[src/rtl/core/rsmf_pkg.sv]
package rsmf_pkg;

    typedef struct packed {
        logic [15:0] range_raw;
        logic [31:0] rx_stamp;
        logic        sensor_online;
    } rsmf_poll_t;

    typedef struct packed {
        logic [7:0] range_min;
        logic       blocked;
        logic [1:0] held_count;
    } rsmf_result_t;

    // window control from the update stage
    typedef struct packed {
        logic       write;
        logic       restart;
        logic [7:0] sample;
    } rsmf_win_ctl_t;

    localparam int unsigned CFG_INDEX_W = 2;
    localparam int unsigned CFG_DATA_W  = 8;

    localparam logic [CFG_INDEX_W-1:0] CFG_CLAMP_MIN   = 2'd0;
    localparam logic [CFG_INDEX_W-1:0] CFG_CLAMP_MAX   = 2'd1;
    localparam logic [CFG_INDEX_W-1:0] CFG_BLOCK_AT    = 2'd2;
    localparam logic [CFG_INDEX_W-1:0] CFG_RELEASE_AT  = 2'd3;

    localparam logic [7:0] CLAMP_MIN_RST  = 8'd5;
    localparam logic [7:0] CLAMP_MAX_RST  = 8'd20;
    localparam logic [7:0] BLOCK_AT_RST   = 8'd12;
    localparam logic [7:0] RELEASE_AT_RST = 8'd14;

endpackage

[src/rtl/core/rsmf_window.sv]
module rsmf_window
    import rsmf_pkg::*;
#(
    parameter int unsigned WINDOW_DEPTH = 3
)
(
    input  logic          clk,
    input  logic          rst_n,
    input  rsmf_win_ctl_t ctl,
    output logic          empty,
    output logic [7:0]    min_next,
    output logic [1:0]    held_count
);

    localparam int unsigned PTR_W  = (WINDOW_DEPTH > 1) ? $clog2(WINDOW_DEPTH) : 1;
    localparam int unsigned CNT_W  = $clog2(WINDOW_DEPTH + 1);
    localparam int unsigned LEVELS = $clog2(WINDOW_DEPTH);
    localparam int unsigned LEAVES = 1 << LEVELS;

    logic [7:0]       samples_reg [WINDOW_DEPTH];
    logic [CNT_W-1:0] held_reg;
    logic [CNT_W-1:0] held_eff;
    logic [CNT_W-1:0] held_next;
    logic [PTR_W-1:0] ptr_reg;
    logic [PTR_W-1:0] ptr_eff;
    logic [PTR_W-1:0] ptr_next;

    assign held_eff = ctl.restart ? '0 : held_reg;
    assign ptr_eff  = ctl.restart ? '0 : ptr_reg;
    assign empty    = (held_eff == '0);

    always_comb
    begin
        held_next = held_reg;
        ptr_next  = ptr_reg;
        if (ctl.write)
        begin
            ptr_next = (ptr_eff == PTR_W'(WINDOW_DEPTH - 1)) ? '0 : ptr_eff + 1'b1;
            if (held_eff < CNT_W'(WINDOW_DEPTH))
            begin
                held_next = held_eff + 1'b1;
            end
            else
            begin
                held_next = held_eff;
            end
        end
    end

    assign held_count = 2'(held_next);

    // minimum over the held entries, new sample included; unused leaves read as 0xFF
    always_comb
    begin
        logic [7:0] vals [LEAVES];
        for (int i = 0; i < LEAVES; i++)
        begin
            vals[i] = 8'hFF;
            if (i < WINDOW_DEPTH)
            begin
                if (CNT_W'(i) < held_next)
                begin
                    vals[i] = (PTR_W'(i) == ptr_eff) ? ctl.sample : samples_reg[i];
                end
            end
        end
        for (int lvl = 0; lvl < LEVELS; lvl++)
        begin
            for (int i = 0; i < (LEAVES >> (lvl + 1)); i++)
            begin
                vals[i] = (vals[2*i+1] < vals[2*i]) ? vals[2*i+1] : vals[2*i];
            end
        end
        min_next = vals[0];
    end

    always_ff @(posedge clk)
    begin
        if (ctl.write)
        begin
            samples_reg[ptr_eff] <= ctl.sample;
        end
    end

    always_ff @(posedge clk or negedge rst_n)
    begin
        if (!rst_n)
        begin
            held_reg <= '0;
            ptr_reg  <= '0;
        end
        else if (ctl.write)
        begin
            held_reg <= held_next;
            ptr_reg  <= ptr_next;
        end
    end

endmodule

[src/rtl/core/range_sensor_min_filter_hysteresis.sv]
// Range sensor minimum filter with hysteresis.
// Poll channel: poll_valid / poll_stall / poll carry one sensor poll per item
// (reading, timestamp, online flag). Result channel: result_valid /
// result_stall / result carry the filtered distance, blocked flag and window
// fill for every poll, in order. An item moves on at a rising edge with valid
// high and stall low.
// An accepted poll is captured in the input register and is written to the
// result register once that register is free; result_valid is driven straight
// from the result register.
// One item per cycle is sustained while result_stall is low; window update,
// minimum and hysteresis compare all sit between input and result registers.
// When result_stall holds, the result register keeps its item, the input
// register fills and poll_stall then rises until the result is taken.
// Reset empties the window, clears the filtered value and blocked flag,
// and loads the limit registers with 5, 20, 12 and 14 cm. The user must
// write limits via cfg_we/cfg_index/cfg_data only while idle (not enforced).
module range_sensor_min_filter_hysteresis
    import rsmf_pkg::*;
#(
    parameter int unsigned WINDOW_DEPTH = 3
)
(
    input  logic                   clk,
    input  logic                   rst_n,
    input  logic                   poll_valid,
    output logic                   poll_stall,
    input  rsmf_poll_t             poll,
    output logic                   result_valid,
    input  logic                   result_stall,
    output rsmf_result_t           result,
    input  logic                   cfg_we,
    input  logic [CFG_INDEX_W-1:0] cfg_index,
    input  logic [CFG_DATA_W-1:0]  cfg_data
);

    logic [7:0]    clamp_min_reg;
    logic [7:0]    clamp_max_reg;
    logic [7:0]    block_at_reg;
    logic [7:0]    release_at_reg;

    logic          in_valid_reg;
    rsmf_poll_t    in_item_reg;
    logic          out_valid_reg;
    rsmf_result_t  out_item_reg;

    logic [31:0]   last_stamp_reg;
    logic [7:0]    filtered_reg;
    logic          was_online_reg;
    logic          blocked_reg;

    logic          out_free;
    logic          fire;
    logic          online;
    logic [7:0]    sample;
    rsmf_win_ctl_t win_ctl;
    logic          win_empty;
    logic [7:0]    win_min;
    logic [1:0]    win_held;
    logic [7:0]    filtered_next;
    logic          blocked_next;
    rsmf_result_t  out_item_next;

    assign out_free   = !out_valid_reg || !result_stall;
    assign fire       = in_valid_reg && out_free;
    assign poll_stall = in_valid_reg && !out_free;
    assign online     = in_item_reg.sensor_online;

    always_comb
    begin
        if (in_item_reg.range_raw < {8'd0, clamp_min_reg})
        begin
            sample = clamp_min_reg;
        end
        else if (in_item_reg.range_raw > {8'd0, clamp_max_reg})
        begin
            sample = clamp_max_reg;
        end
        else
        begin
            sample = in_item_reg.range_raw[7:0];
        end
    end

    assign win_ctl.restart = online && !was_online_reg;
    assign win_ctl.sample  = sample;
    assign win_ctl.write   = fire && online
                             && (win_empty || (in_item_reg.rx_stamp != last_stamp_reg));

    rsmf_window #(
        .WINDOW_DEPTH(WINDOW_DEPTH)
    ) u_window (
        .clk        (clk),
        .rst_n      (rst_n),
        .ctl        (win_ctl),
        .empty      (win_empty),
        .min_next   (win_min),
        .held_count (win_held)
    );

    always_comb
    begin
        filtered_next = win_ctl.write ? win_min : filtered_reg;
        if (!online)
        begin
            blocked_next = 1'b0;
        end
        else if (filtered_next <= block_at_reg)
        begin
            blocked_next = 1'b1;
        end
        else if (filtered_next >= release_at_reg)
        begin
            blocked_next = 1'b0;
        end
        else
        begin
            blocked_next = blocked_reg;
        end
        out_item_next.range_min  = filtered_next;
        out_item_next.blocked    = blocked_next;
        out_item_next.held_count = win_held;
    end

    always_ff @(posedge clk or negedge rst_n)
    begin
        if (!rst_n)
        begin
            clamp_min_reg  <= CLAMP_MIN_RST;
            clamp_max_reg  <= CLAMP_MAX_RST;
            block_at_reg   <= BLOCK_AT_RST;
            release_at_reg <= RELEASE_AT_RST;
        end
        else if (cfg_we)
        begin
            case (cfg_index)
                CFG_CLAMP_MIN:  clamp_min_reg  <= cfg_data;
                CFG_CLAMP_MAX:  clamp_max_reg  <= cfg_data;
                CFG_BLOCK_AT:   block_at_reg   <= cfg_data;
                CFG_RELEASE_AT: release_at_reg <= cfg_data;
                default:        ;
            endcase
        end
    end

    always_ff @(posedge clk or negedge rst_n)
    begin
        if (!rst_n)
        begin
            in_valid_reg   <= 1'b0;
            out_valid_reg  <= 1'b0;
            last_stamp_reg <= '0;
            filtered_reg   <= '0;
            was_online_reg <= 1'b0;
            blocked_reg    <= 1'b0;
        end
        else
        begin
            if (!poll_stall)
            begin
                in_valid_reg <= poll_valid;
            end
            if (out_free)
            begin
                out_valid_reg <= in_valid_reg;
            end
            if (fire)
            begin
                was_online_reg <= online;
                blocked_reg    <= blocked_next;
                filtered_reg   <= filtered_next;
            end
            if (win_ctl.write)
            begin
                last_stamp_reg <= in_item_reg.rx_stamp;
            end
        end
    end

    always_ff @(posedge clk)
    begin
        if (poll_valid && !poll_stall)
        begin
            in_item_reg <= poll;
        end
        if (fire)
        begin
            out_item_reg <= out_item_next;
        end
    end

    assign result_valid = out_valid_reg;
    assign result       = out_item_reg;

endmodule

[config.mk]
export PLATFORM = sky130hd
export DESIGN_NAME = range_sensor_min_filter_hysteresis
export DESIGN_NICKNAME = d
export VERILOG_FILES = /design/src/rtl/core/rsmf_pkg.sv /design/src/rtl/core/rsmf_window.sv /design/src/rtl/core/range_sensor_min_filter_hysteresis.sv
export SDC_FILE = /design/constraint.sdc
export NUM_CORES = 1
export LEC_CHECK = 0
export BUFFER_PORTS_ARGS = -buffer_cell sky130_fd_sc_hd__buf_2
export CORE_MARGIN = 2
export CORE_UTILIZATION = 42
export DETAILED_ROUTE_END_ITERATION = 12
export GPL_TIMING_DRIVEN = 0
export PLACE_DENSITY_LB_ADDON = 0.1
export SLEW_MARGIN = 20
export SYNTH_ARGS = -nofsm -noshare
export SYNTH_HDL_FRONTEND = slang
export SYNTH_SLANG_ARGS = --single-unit
[constraint.sdc]
create_clock -name clk -period 9.11 [get_ports clk]
set_input_delay 0 -clock clk [delete_from_list [all_inputs] [get_ports clk]]
set_output_delay 0 -clock clk [all_outputs]
set_load 0.02 [all_outputs]
-- Word level (Yosys, flattened, before mapping)
Memory sizes are Yosys's and may differ from the RTL's.
Index checks and enable logic that the tools add are counted.
- latch bits: 0
- memories kept: 1
- register bits after elaboration: 140
- logic and storage cells: 81
- output and inout port bits: 13
- bits of input ports: 64
- ROM bits: 0
- RAM bits: 24
- memory list (name ; depth ; width ; rd ports ; clocked after memory_dff ; write ports ; line ; RTL):
    u_window.samples_reg ; 3 ; 8 ; 3 ; 0 ; 1 ; rsmf_window.sv:20 ; logic [7:0] samples_reg [WINDOW_DEPTH];
- equality and inequality tests: 7
- add/sub/neg operators: 2
- mux-type cells: 22
- bitwise logic cells: 0
- divide/modulo/power cells: 0
- reduce and logical (&&, ||, !) cells: 20
- order comparisons: 11
- shift operators: 0
- multipliers: 0
- operator list (cell ; count):
    8-bit 2-to-1 mux ; 12
    32-bit != test ; 1
    16-bit by 8-bit greater-than comparator with 1-bit output ; 1
    16-bit by 8-bit less-than comparator with 1-bit output ; 1
    8-bit less-than comparator ; 2
    2-bit 2-to-1 mux ; 5
    8-bit greater-or-equal comparator ; 1
    8-bit less-or-equal comparator ; 1
    8-bit less-than comparator (first input constant) ; 1
    2-bit AND reduction ; 4
    2-bit == test (second input constant) ; 3
    1-bit logical AND ; 6
    2-bit zero test ; 3
    1-bit zero test ; 5
    1-bit 2-to-1 mux ; 5
    2-bit by 1-bit adder with 2-bit output (second input constant) ; 2
    1-bit by 2-bit less-than comparator with 1-bit output (first input constant) ; 2
    1-bit by 2-bit == test with 1-bit output (first input constant) ; 1
    2-bit by 1-bit == test with 1-bit output (second input constant) ; 1
    2-bit == test (first input constant) ; 1
    1-bit logical OR ; 2
    2-bit less-than comparator (first input constant) ; 1
    2-bit less-than comparator (second input constant) ; 1

-- Longest topological paths before layout
Gate-level depths: netlist of the first run.
- word-level depth: 18
- depth in mapped cells: 43
- gate-level depth less buffers: 42

-- Cells and area by module
Synthesis of the first run repeated with hierarchy kept, for this count alone.
- cell total of the unflattened synthesis: 627
- area, all modules: 8156.6 µm²
- by module, submodules not included (module ; times used ; cells each ; area each (µm²) ; seq. area each (µm²)):
    range_sensor_min_filter_hysteresis ; 1 ; 426 ; 6237.2 ; 3714.8
    rsmf_window ; 1 ; 201 ; 1919.3 ; 820.8

-- Worst setup path before layout of the first run
Ideal clock, no wire load.
- path type: flip-flop to flip-flop
- start: register clamp_min_reg[2]
- end: register blocked_reg
- library setup time: 0.065 ns
- arrival: 7.250 ns
- cell stages (with the launch flop): 44
- slack: 1.796 ns
- buffers on the path: 2
- required time: 9.045 ns
- path through: dfstp_2 > inv_1 > ha_1 > o21ai_0 > a21oi_1 > a2111oi_2 > clkbuf_1 > nand2_1 > o21ai_0 > nand2_1 > nand3_1 > inv_1 > ha_1 > a21oi_1 > nor2b_1 > o21ai_0 > nand2b_1 > a21oi_1 > [... 8 more ...] > nor2_1 > and4_1 > o211ai_2 > o211ai_4 > buf_6 > nand2_1 > a31oi_1 > ha_1 > a21o_1 > a21o_1 > a21o_1 > a21o_1 > a21oi_1 > nor2b_1 > o21ai_0 > a31oi_1 > nor2b_1 > mux2_2
- longest elaborated chain between the ends: 13
- elaborated cells on any way between the ends: 20
- ends and longest elaborated chain (item ; line ; RTL):
    start: declaration ; range_sensor_min_filter_hysteresis.sv:36 ; logic [7:0] clamp_min_reg;
    start signal: assignment ; range_sensor_min_filter_hysteresis.sv:136 ; CFG_CLAMP_MIN: clamp_min_reg <= cfg_data;
    16-bit by 8-bit less-than comparator with 1-bit output (*) ; range_sensor_min_filter_hysteresis.sv:70 ; if (in_item_reg.range_raw < {8'd0, clamp_min_reg})
    8-bit 2-to-1 mux (*) ; range_sensor_min_filter_hysteresis.sv:70 ;
    named net sample[4] ; range_sensor_min_filter_hysteresis.sv:54 ; logic [7:0] sample;
    8-bit 2-to-1 mux ; rsmf_window.sv:63 ; vals[i] = (PTR_W'(i) == ptr_eff) ? ctl.sample : samples_reg[i];
    8-bit 2-to-1 mux ; rsmf_window.sv:61 ; if (CNT_W'(i) < held_next)
    8-bit less-than comparator ; rsmf_window.sv:71 ; vals[i] = (vals[2*i+1] < vals[2*i]) ? vals[2*i+1] : vals[2*i];
    8-bit 2-to-1 mux ; rsmf_window.sv:71 ;
    8-bit less-than comparator ; rsmf_window.sv:71 ;
    8-bit 2-to-1 mux (*) ; rsmf_window.sv:71 ;
    8-bit 2-to-1 mux (*) ; range_sensor_min_filter_hysteresis.sv:102 ; filtered_next = win_ctl.write ? win_min : filtered_reg;
    named net filtered_next[1] ; range_sensor_min_filter_hysteresis.sv:59 ; logic [7:0] filtered_next;
    8-bit greater-or-equal comparator ; range_sensor_min_filter_hysteresis.sv:111 ; else if (filtered_next >= release_at_reg)
    1-bit 2-to-1 mux ; range_sensor_min_filter_hysteresis.sv:111 ;
    1-bit 2-to-1 mux (*) ; range_sensor_min_filter_hysteresis.sv:107 ; else if (filtered_next <= block_at_reg)
    1-bit 2-to-1 mux (*) ; range_sensor_min_filter_hysteresis.sv:103 ; if (!online)
    named net blocked_next ; range_sensor_min_filter_hysteresis.sv:60 ; logic blocked_next;
    end signal: assignment ; range_sensor_min_filter_hysteresis.sv:169 ; blocked_reg <= blocked_next;
    end: declaration ; range_sensor_min_filter_hysteresis.sv:49 ; logic blocked_reg;
Mark *: on every way through the listed nets, which the timed path passes. The rest lies on a longest branch.
A chain may end at the register's enable or synchronous reset.

-- Worst setup path after layout of the first run
- start: register clamp_max_reg[4]
- end: register blocked_reg
- longest elaborated chain between the ends: 14
- elaborated cells on any way between the ends: 21
- ends and longest elaborated chain (item ; line ; RTL):
    start: declaration ; range_sensor_min_filter_hysteresis.sv:37 ; logic [7:0] clamp_max_reg;
    start signal: assignment ; range_sensor_min_filter_hysteresis.sv:137 ; CFG_CLAMP_MAX: clamp_max_reg <= cfg_data;
    16-bit by 8-bit greater-than comparator with 1-bit output (*) ; range_sensor_min_filter_hysteresis.sv:74 ; else if (in_item_reg.range_raw > {8'd0, clamp_max_reg})
    8-bit 2-to-1 mux (*) ; range_sensor_min_filter_hysteresis.sv:74 ;
    8-bit 2-to-1 mux (*) ; range_sensor_min_filter_hysteresis.sv:70 ;
    named net sample[6] ; range_sensor_min_filter_hysteresis.sv:54 ;
    8-bit 2-to-1 mux ; rsmf_window.sv:63 ;
    8-bit 2-to-1 mux ; rsmf_window.sv:61 ;
    8-bit less-than comparator ; rsmf_window.sv:71 ;
    8-bit 2-to-1 mux ; rsmf_window.sv:71 ;
    8-bit less-than comparator ; rsmf_window.sv:71 ;
    8-bit 2-to-1 mux (*) ; rsmf_window.sv:71 ;
    8-bit 2-to-1 mux (*) ; range_sensor_min_filter_hysteresis.sv:102 ;
    named net filtered_next[2] ; range_sensor_min_filter_hysteresis.sv:59 ;
    8-bit greater-or-equal comparator ; range_sensor_min_filter_hysteresis.sv:111 ;
    1-bit 2-to-1 mux ; range_sensor_min_filter_hysteresis.sv:111 ;
    1-bit 2-to-1 mux (*) ; range_sensor_min_filter_hysteresis.sv:107 ;
    1-bit 2-to-1 mux (*) ; range_sensor_min_filter_hysteresis.sv:103 ;
    named net blocked_next ; range_sensor_min_filter_hysteresis.sv:60 ;
Marks and branches as above.

==> impl_results.md, run 1 <==
* CTS tree: built
* GP Congestion at 0.838
* CTS buffer count at 17
* Max frequency at ~0.12 GHz
* Critical path endpoint category: flip-flop
* Most common cell in the netlist: edfxtp_1
* Dpl cell area at about 0.0089 mm²
* Largest family of logic cells by synthesized area: multiplexers
* Final hold viol count at 0
* Drt first-iter violations at 317
* Compound-Gate Fraction of Synth Area at 9.24%
* WL final at 18.2 mm
* Post-synthesis sequential area ratio at a little under three fifths
* Slew HR at a little over a quarter
* Worst-Margin Slew at 1090 ps
* Filler instances at 1619
* Max Root-Sink Buffers at 2
* # rows at 50
* Largest net degree at the start of global routing at 56
* Total grt overflow at 0
* Max-slew violation count at 0
* Asr flop ratio synth at 48.8%
* Count of different cell masters after synthesis at 64
* Mapped Cells at 645
* WL/cell at 16.8 µm
* Vias at 5587
* Die W at 143 µm
* Synth Area in Simple Gates at 10.4%
* Mapped cell area at around 0.008 mm²
* Largest area contributor in the netlist: edfxtp_1
* Post-Synth Adder-Cell Area at under 10%
* Syn avg cell area at between 10 and 15 µm²
* Startpoint Class: flip-flop
* Die area at roughly 0.02 mm²
* Nets at between 900 and 1000
* Finish-stage setup viols at 0
* Syn-to-layout area delta at 25.8%
* Post-synth top area share at 31.1%
* Antenna-violating nets left at 0
* Die height at roughly 140 µm
* Cell area after layout at 0.0102 mm²
* Post-DR vias/cell at 5.16
* Sink Count at 164
* Post-synthesis mux area share at 11.3%
* Status: completed
* Clk pin slew, worst setup/hold paths at 70 ps
* EDFF count, synth at 84
* Fin worst setup slack at 783 ps
* Synth area leaders: edfxtp_1 (31%), dfrtp_1 (22%), mux2_2 (8.7%), ha_1 (6.6%), xor2_1 (3.3%)
* RSZ-0062 raised after global routing: false
* Pre-antenna DRT Iters at 5
* Final Skew at 9.09 ps
* Max FFs per register at 48
* Final Core Density at between 50 and 60%
* CP top delay family: compound AO/OA/AOI/OAI gates
* XOR/XNOR share of the synthesized area at 3.45%
* Worst-Skew Late Latency at 430 ps
* Port Buf Inserts at 76
* Setup CP Type: reg -> reg
* Total I/O pin count at 77
* Setup slack after placement at around 100 ps
* Worst VDD drop at 0.000159 V
* DRC errors left at 0
* Final std cells w/o fill at ~1100
* Placed cells at 983
* Hold slack at 33.4 ps
* Max_cap viols at 0
* Ys Warns at 0
* Final min period at ~8300 ps
* # diodes at 0
* Total GRT Usage at 18.9%
* Synth Register Bits at 164
* Antenna violations before repair at 0
* Static leakage at approximately 4.2 nW
* Initial Util at a little over two fifths
* Post-DP HPWL at between 10 and 15 mm
* Final period util at 91.4%
* Htree depth at 4
* Setup TNS at 0 ps
* PD cells at 276 mW/mm²
* Hold crit path type: in -> async
* Fraction of layout cells with a size suffix above 1 at 27.0%
* Total Power at 2.82 mW
* Core area at 0.0188 mm²
* CP max-delay cell: o21ai_1
* Worst Path Required at 9470 ps
* CP Buf/Inv Count at 4
* Ys flop type: edfxtp_1
* Synthesized Nets at 752
* Worst path max stage delay at between 500 and 600 ps
* Critical Path AT at 8690 ps
* Top cells by count, synth: edfxtp_1 (84), dfrtp_1 (71), mux2_2 (63)
* Crit path max fanout at 10
* Global-route wire length before repair at 29.2 mm
* Clock root buffer master: clkbuf_16
* Vias in the first global route at 5703
==> cells by family (layout without fill, tap and decap cells) <==
| logic type | after synthesis | count (layout) |
|---|---|---|
| xor gates and xnor gates | 32 | 32 |
| DFF | 164 | 164 |
| adders and majority gates | 44 | 44 |
| AOI/OAI and AO/OA | 102 | 102 |
| and+or+nand+nor | 161 | 161 |
| muxes | 84 | 84 |
| buffers and inverters | 58 | 236 |
==> timing repair <==
action / in CTS / in global routing
hold buffers: 64 / 0
gates resized for setup: 0 / 12
setup buffers: 0 / 4
setup endpoints to repair: 0 / 2
hold endpoints to repair: 154 / 0
==> layout by cell type, fill, tap and decap left out, types with 5 or more instances in the layout <==
| master | Yosys | layout |
|---|---|---|
| inv_6 | 0 | 5 |
| ha_1 | 43 | 43 |
| clkbuf_16 | 0 | 17 |
| clkbuf_1 | 12 | 12 |
| a21oi_1 | 14 | 14 |
| o21ai_1 | 6 | 9 |
| o21ai_0 | 28 | 23 |
| dfstp_2 | 9 | 9 |
| dfrtp_1 | 71 | 71 |
| nor2b_1 | 9 | 9 |
| nand4_1 | 8 | 8 |
| buf_4 | 1 | 7 |
| nand2_1 | 53 | 53 |
| inv_1 | 41 | 41 |
| dlygate4sd3_1 | 0 | 64 |
| mux2_2 | 63 | 63 |
| nor4_1 | 9 | 8 |
| a31o_1 | 7 | 7 |
| xor2_1 | 31 | 31 |
| nand2b_1 | 7 | 7 |
| nor2_1 | 21 | 21 |
| mux2i_1 | 21 | 21 |
| nand3_1 | 21 | 21 |
| a21o_1 | 10 | 10 |
| a31oi_1 | 11 | 9 |
| edfxtp_1 | 84 | 84 |
| buf_2 | 2 | 77 |
==> cell type report <==
| type | instances | area, µm² | share of cell area (%) |
|---|---|---|---|
| clock inverters | 14 | 191 | 1.88 |
| inverters | 41 | 154 | 1.51 |
| clock buffers | 18 | 429 | 4.20 |
| repair buffers | 146 | 1090 | 10.7 |
| multi-input cells | 423 | 3400 | 33.3 |
| well taps | 260 | 325 | 3.19 |
| flip-flops and latches | 164 | 4540 | 44.4 |
| plain buffers | 17 | 88.8 | 0.870 |
==> per-layer routing <==
metal  wire length (µm)  GRT usage, %  vias up
met4                430          7.35        0
met2               8590          30.1      119
met1               8570          25.8     2735
met3                612          3.15       32
met5                  0             0        -
li1                   -             -     2701
==> power by group <==
part / total [mW] / internal [mW] / switching [mW] / leakage, nW
Sequential: 0.988 / 0.926 / 0.0616 / 1.72
Clock: 0.755 / 0.441 / 0.314 / 0.307
Combinational: 1.08 / 0.466 / 0.614 / 2.18
==> worst paths after layout <==
path / start / endpoint / slack [ps] / cells past startpoint
max in group asynchronous: rst_n / release_at_reg[1] / 8380 / 3
max: clamp_max_reg[4] / blocked_reg / 780 / 41
max reg2reg: clamp_max_reg[4] / blocked_reg / 780 / 41
min reg2reg: was_online_reg / was_online_reg / 500 / 2
min in group clk: cfg_index[1] / clamp_min_reg[7] / 30 / 4
min: rst_n / filtered_reg[2] / 30 / 2
(Power assumes the default switching activity.)
==> run 2, diff against run 1 <==
Settings changed: CORE_UTILIZATION 42 to 32, SYNTH_HIERARCHICAL set to 1.
==> impl_results.md, run 2 <==
* Initial Util at 32.5%
* Post-DP HPWL at 12.9 mm
* Setup slack after placement at between 700 and 800 ps
* Synth Register Bits at 164
* Total I/O pin count at 77
* Total Power at 2.79 mW
* Max Root-Sink Buffers at 2
* Slew HR at 42.2%
* Die area at between 0.02 and 0.03 mm²
* Pre-antenna DRT Iters at 4
* Vias at 5289
* Largest area contributor in the netlist: edfxtp_1
* Seq pwr share at 35.8%
* EDFF count, synth at 84
* Worst Path Required at around 9500 ps
* Setup TNS at 0 ps
* Syn-to-layout area delta at 25.4%
* Post-synthesis sequential area ratio at between 50% and 60%
* Sw frac at 34.3%
* Antenna-violating nets left at 0
* PD cells at about 270 mW/mm²
* Synthesized Nets at approximately 740
* Nets at 899
* WL final at 17.9 mm
* Clk pin slew, worst setup/hold paths at 60 ps
* Mapped cell area at about 0.0082 mm²
* Worst-Margin Slew at 865 ps
* Total grt overflow at 0
* Fin worst setup slack at between 700 and 800 ps
* DRC errors left at 0
* Total GRT Usage at between 10% and 20%
* Syn avg cell area at 13.0 µm²
* Startpoint Class: flip-flop
* Ys Warns at 6
* # diodes at 0
* Static leakage at ~4.4 nW
* CP most frequent cell: a21oi_1
* Global-route wire length before repair at approximately 29 mm
* Max frequency at roughly 0.12 GHz
* Top cells by count, synth: edfxtp_1 (84), dfrtp_1 (71), nand2_1 (65)
* Ys flop type: edfxtp_1
* Post-synthesis mux area share at 15.7%
* Most common cell after layout, fill and taps aside: edfxtp_1
* CTS tree: built
* Die height at 164 µm
* Mapped Cells at 627
* WL/cell at 15.8 µm
* Post-DR vias/cell at around 4.7
* CP top delay family: compound AO/OA/AOI/OAI gates
* Max_cap viols at 0
* Cts hold-fix bufs at 67
* Critical Path AT at 8700 ps
* Post-CTS sizing at 0
* Compound-Gate Fraction of Synth Area at 6.30%
* Critical path endpoint category: flip-flop
* Max FFs per register at 48
* Crit path max fanout at 15
* Core area at about 0.025 mm²
* Hold crit path type: in -> async
* Comb power frac at 38.4%
* CTS buffer count at 17
* Final period util at ~92%
* Commonest non-fill, non-tap cells in the layout: edfxtp_1 (84), buf_2 (76), dfrtp_1 (71)
* Clock share of power at 25.7%
* Worst path max stage delay at 650 ps
* Setup CP Type: reg -> reg
* # rows at 58
* Largest net degree at the start of global routing at 50
* Post-CTS Setup Bufs at 0
* Drt first-iter violations at 188
* Asr flop ratio synth at 48.8%
* Post-Synth Adder-Cell Area at under 10%
* Post-synth top area share at 30.9%
* R2r worst-path depth at 33
* Port Buf Inserts at 76
* Final Skew at 20.3 ps
* Switch Pwr at 0.958 mW
* Most common cell in the netlist: edfxtp_1
* Hold slack at 129 ps
* Final min period at roughly 8400 ps
* Count of different cell masters after synthesis at 56
* Antenna violations before repair at 0
* Status: completed
* Die W at 164 µm
* Htree depth at 4
* GP Congestion at 0.790
* Final hold viol count at 0
* Clock root buffer master: clkbuf_16
* CP max-delay cell: a21oi_1
* Max-slew violation count at 0
* Worst-Skew Late Latency at 430 ps
* Finish-stage setup viols at 0
* RSZ-0062 raised after global routing: false
* Worst VDD drop at 0.000127 V
* Fraction of layout cells with a size suffix above 1 at 25.8%
* Synth Area in Simple Gates at 8.90%
* Int Pwr at 1.83 mW
* Sink Count at approximately 160
* Vias in the first global route at 5617
* Largest family of logic cells by synthesized area: multiplexers
* CP Buf/Inv Count at 3
* XOR/XNOR share of the synthesized area at 3.11%
* Cell depth of the worst setup path at 33
* Synth area leaders: edfxtp_1 (31%), dfrtp_1 (22%), ha_1 (6.9%), mux2_4 (6.4%), mux2_2 (4.8%)
[run 2: cell type report]
cell class / count / area [µm²]
Tap cell: 330 / 413
Inverter: 54 / 203
Multi-Input combinational cell: 396 / 3340
Clock buffer: 19 / 433
Buffer: 13 / 81.3
Fill cell: 2453 / 14900
Clock inverter: 13 / 149
Sequential cell: 164 / 4540
Timing Repair Buffer: 144 / 1070
[run 2: worst register-to-register path, delay by kind of cell (launching register included)]
family,cells,cell delay (ps)
DFF,1,420
and+or+nand+nor,7,1720
AOI/OAI and AO/OA,17,3470
muxes,3,830
buffers and inverters,3,840
adders and majority gates,3,980
[run 2: kinds of logic after synthesis]
kind of cell | count (synthesis)
AO/OA/AOI/OAI | 70
XOR/XNOR | 29
adder cells (fa/ha/maj) | 45
buffers and inverters | 67
flip-flops | 164
multiplexers | 106
AND/OR/NAND/NOR | 146
[run 2: metal layers]
metal	up-vias	wire length [µm]	global-route usage, %
met5	-	0	0
met4	0	229	4.55
met3	13	696	3.38
met2	91	8710	23.9
met1	2599	8220	18.1
li1	2586	-	-
[run 2: through the flow]
step | std cells | util, % | instance area [µm²]
3_3_place_gp | 1033 | 35.6 | 8950
6_report | 1133 | 40.7 | 10200
5_1_grt | 1133 | 40.7 | 10200
2_1_floorplan | 627 | - | 8160
4_1_cts | 1133 | 40.7 | 10200
3_5_place_dp | 1034 | 35.7 | 8970
[run 2: power groups by stage]
stage	combinational (mW)	sequential, mW	clock (mW)
after global routing	1.20	1.02	0.772
after global placement	1.03	1.01	0
after floorplan	0.776	1.02	0
after detailed placement	1.06	1.02	0
after CTS	1.09	1.00	0.743
final	1.07	1.00	0.718
[run 2: worst paths after layout]
kind,start,to,slack [ps]
max in group asynchronous,rst_n,block_at_reg[2],8290
min in group clk,cfg_index[1],clamp_min_reg[6],240
hold reg to reg,was_online_reg,was_online_reg,480
setup / recovery,online,blocked_reg,750
setup reg to reg,online,blocked_reg,750
hold / removal,rst_n,last_stamp_reg[19],130
==> run 3, diff against run 2 <==
Settings changed: REMOVE_ABC_BUFFERS set to 1.
==> impl_results.md, run 3 (synthesized netlist as in run 2, its figures left out) <==
* PD cells at 272 mW/mm²
* Max frequency at 0.118 GHz
* Static leakage at 4.38 nW
* Initial Util at roughly a third
* Critical Path Start: result_valid
* Core area at 0.0251 mm²
* CTS buffer count at 17
* Antenna-violating nets left at 0
* Finish-stage setup viols at 0
* Hold crit path type: in -> async
* Setup slack after placement at 19.1 ps
* Clock root buffer master: clkbuf_16
* Post-DP HPWL at approximately 13 mm
* # rows at 58
* Die height at roughly 160 µm
* Final std cells w/o fill at 1121
* Max FFs per register at 48
* Total Power at 2.77 mW
* Largest net degree at the start of global routing at 57
* Critical Path AT at 8780 ps
* Setup CP Type: reg -> reg
* Max-slew violation count at 0
* Total I/O pin count at 77
* Clk pin slew, worst setup/hold paths at roughly 70 ps
* GP Congestion at around 0.77
* Sink Count at 164
* Hold slack at 59.8 ps
* Most common cell after layout, fill and taps aside: edfxtp_1
* Worst reg2reg path startpoint: result_valid
* Global-route wire length before repair at 27.9 mm
* Final Skew at 12.1 ps
* Worst Path Required at 9450 ps
* Vias at roughly 5200
* CTS tree: built
* R2r worst-path depth at 32
* Port Buf Inserts at 76
* Max Root-Sink Buffers at 2
* Htree depth at 4
* DRC errors left at 0
* WL/cell at roughly 16 µm
* Critical R2R Capture: blocked_reg
* Worst-Margin Slew at 852 ps
* Drt first-iter violations at 259
* Die W at about 160 µm
* Fin worst setup slack at 664 ps
* Status: completed
* Fraction of layout cells with a size suffix above 1 at 26.6%
* Placed cells at slightly above 1000
* Post-DR vias/cell at 4.62
* Critical path endpoint category: flip-flop
* R2R setup slack at 660 ps
* Syn-to-layout area delta at 25.1%
* Worst path max stage delay at 630 ps
* Crit path to: blocked_reg
* Max_cap viols at 0
* Final period util at 92.7%
* Slew HR at 41.6%
* Pre-antenna DRT Iters at 6
* Final hold viol count at 0
* Die area at 0.0268 mm²
* Total grt overflow at 0
* Worst-Skew Late Latency at 420 ps
* Startpoint Class: flip-flop
* Worst VDD drop at between 0.0001 and 0.00015 V
* WL final at 17.6 mm
* Commonest non-fill, non-tap cells in the layout: edfxtp_1 (84), buf_2 (75), dfrtp_1 (71)
* Crit path max fanout at 20
* Antenna violations before repair at 1
* Total GRT Usage at 13.7%
* CP max-delay cell: a21oi_1
* Cell area after layout at 0.0102 mm²
* Nets at 886
* Final min period at 8450 ps
* Dpl cell area at 0.00902 mm²
* Vias in the first global route at 5292
[run 3: cell count changes in the layout (fill, tap and decap cells not counted), sizes merged]
cell,change
bufinv,-2
dlygate4sd3,-6
clkinvlp,-1
inv,+5
buf,+1
diode,+1
clkbuf,-10
[run 3: worst min path at each step]
stage,slack (ps),cells past startpoint,to
floorplan,-300,0,block_at_reg[0]
global placement,180,1,in_item_reg[26]
detailed placement,-30,1,u_window/ptr_reg[0]
CTS,50,5,clamp_min_reg[2]
global route,80,2,u_window/ptr_reg[0]
finish,60,2,u_window/ptr_reg[0]
[run 3: critical path, delay by kind of cell, from the launching register on]
family	cells	cell delay (ps)
buf+inv	4	920
compound gates	13	2800
fa+ha+maj	3	1000
mux	3	880
flops	1	390
simple gates	9	2320
[run 3: report_power, final]
group	leakage (nW)	switching (mW)	total [mW]	internal [mW]
registers	1.71	0.0754	1.00	0.930
clock network	0.276	0.323	0.685	0.362
logic	2.39	0.585	1.08	0.497
total	4.38	0.984	2.77	1.79
[run 3: layout make-up]
type / count / area, µm²
inverter: 54 / 203
timing repair buffer: 144 / 1140
fill: 2414 / 14900
tap: 330 / 413
clock buffer: 17 / 425
sequential: 164 / 4540
clock inverter: 15 / 136
antenna: 1 / 2.50
multi-input combinational: 396 / 3350
[run 3: repair_timing]
item / 4_1_cts / 5_1_grt
endpoints found under the hold margin: 155 / 0
hold buffers: 61 / 0
setup endpoints to repair: 1 / 2
setup buffers: 0 / 1
gates resized for setup: 1 / 0
[run 3: layer usage]
metal  track usage [%]  vias up  share of wire [%]
met5                 0        -                  0
met4              3.23        0               0.81
met3              3.43       10                4.1
met2              22.4       97                 48
met1              18.2     2514                 48
li1                  -     2555                  -
[run 3: through the flow]
stage	util [%]	setup TNS, ps
CTS	40.6	0
global route	40.7	-6.08
floorplan	-	0
global placement	35.3	-24130
detailed placement	35.9	0
finish	40.7	0
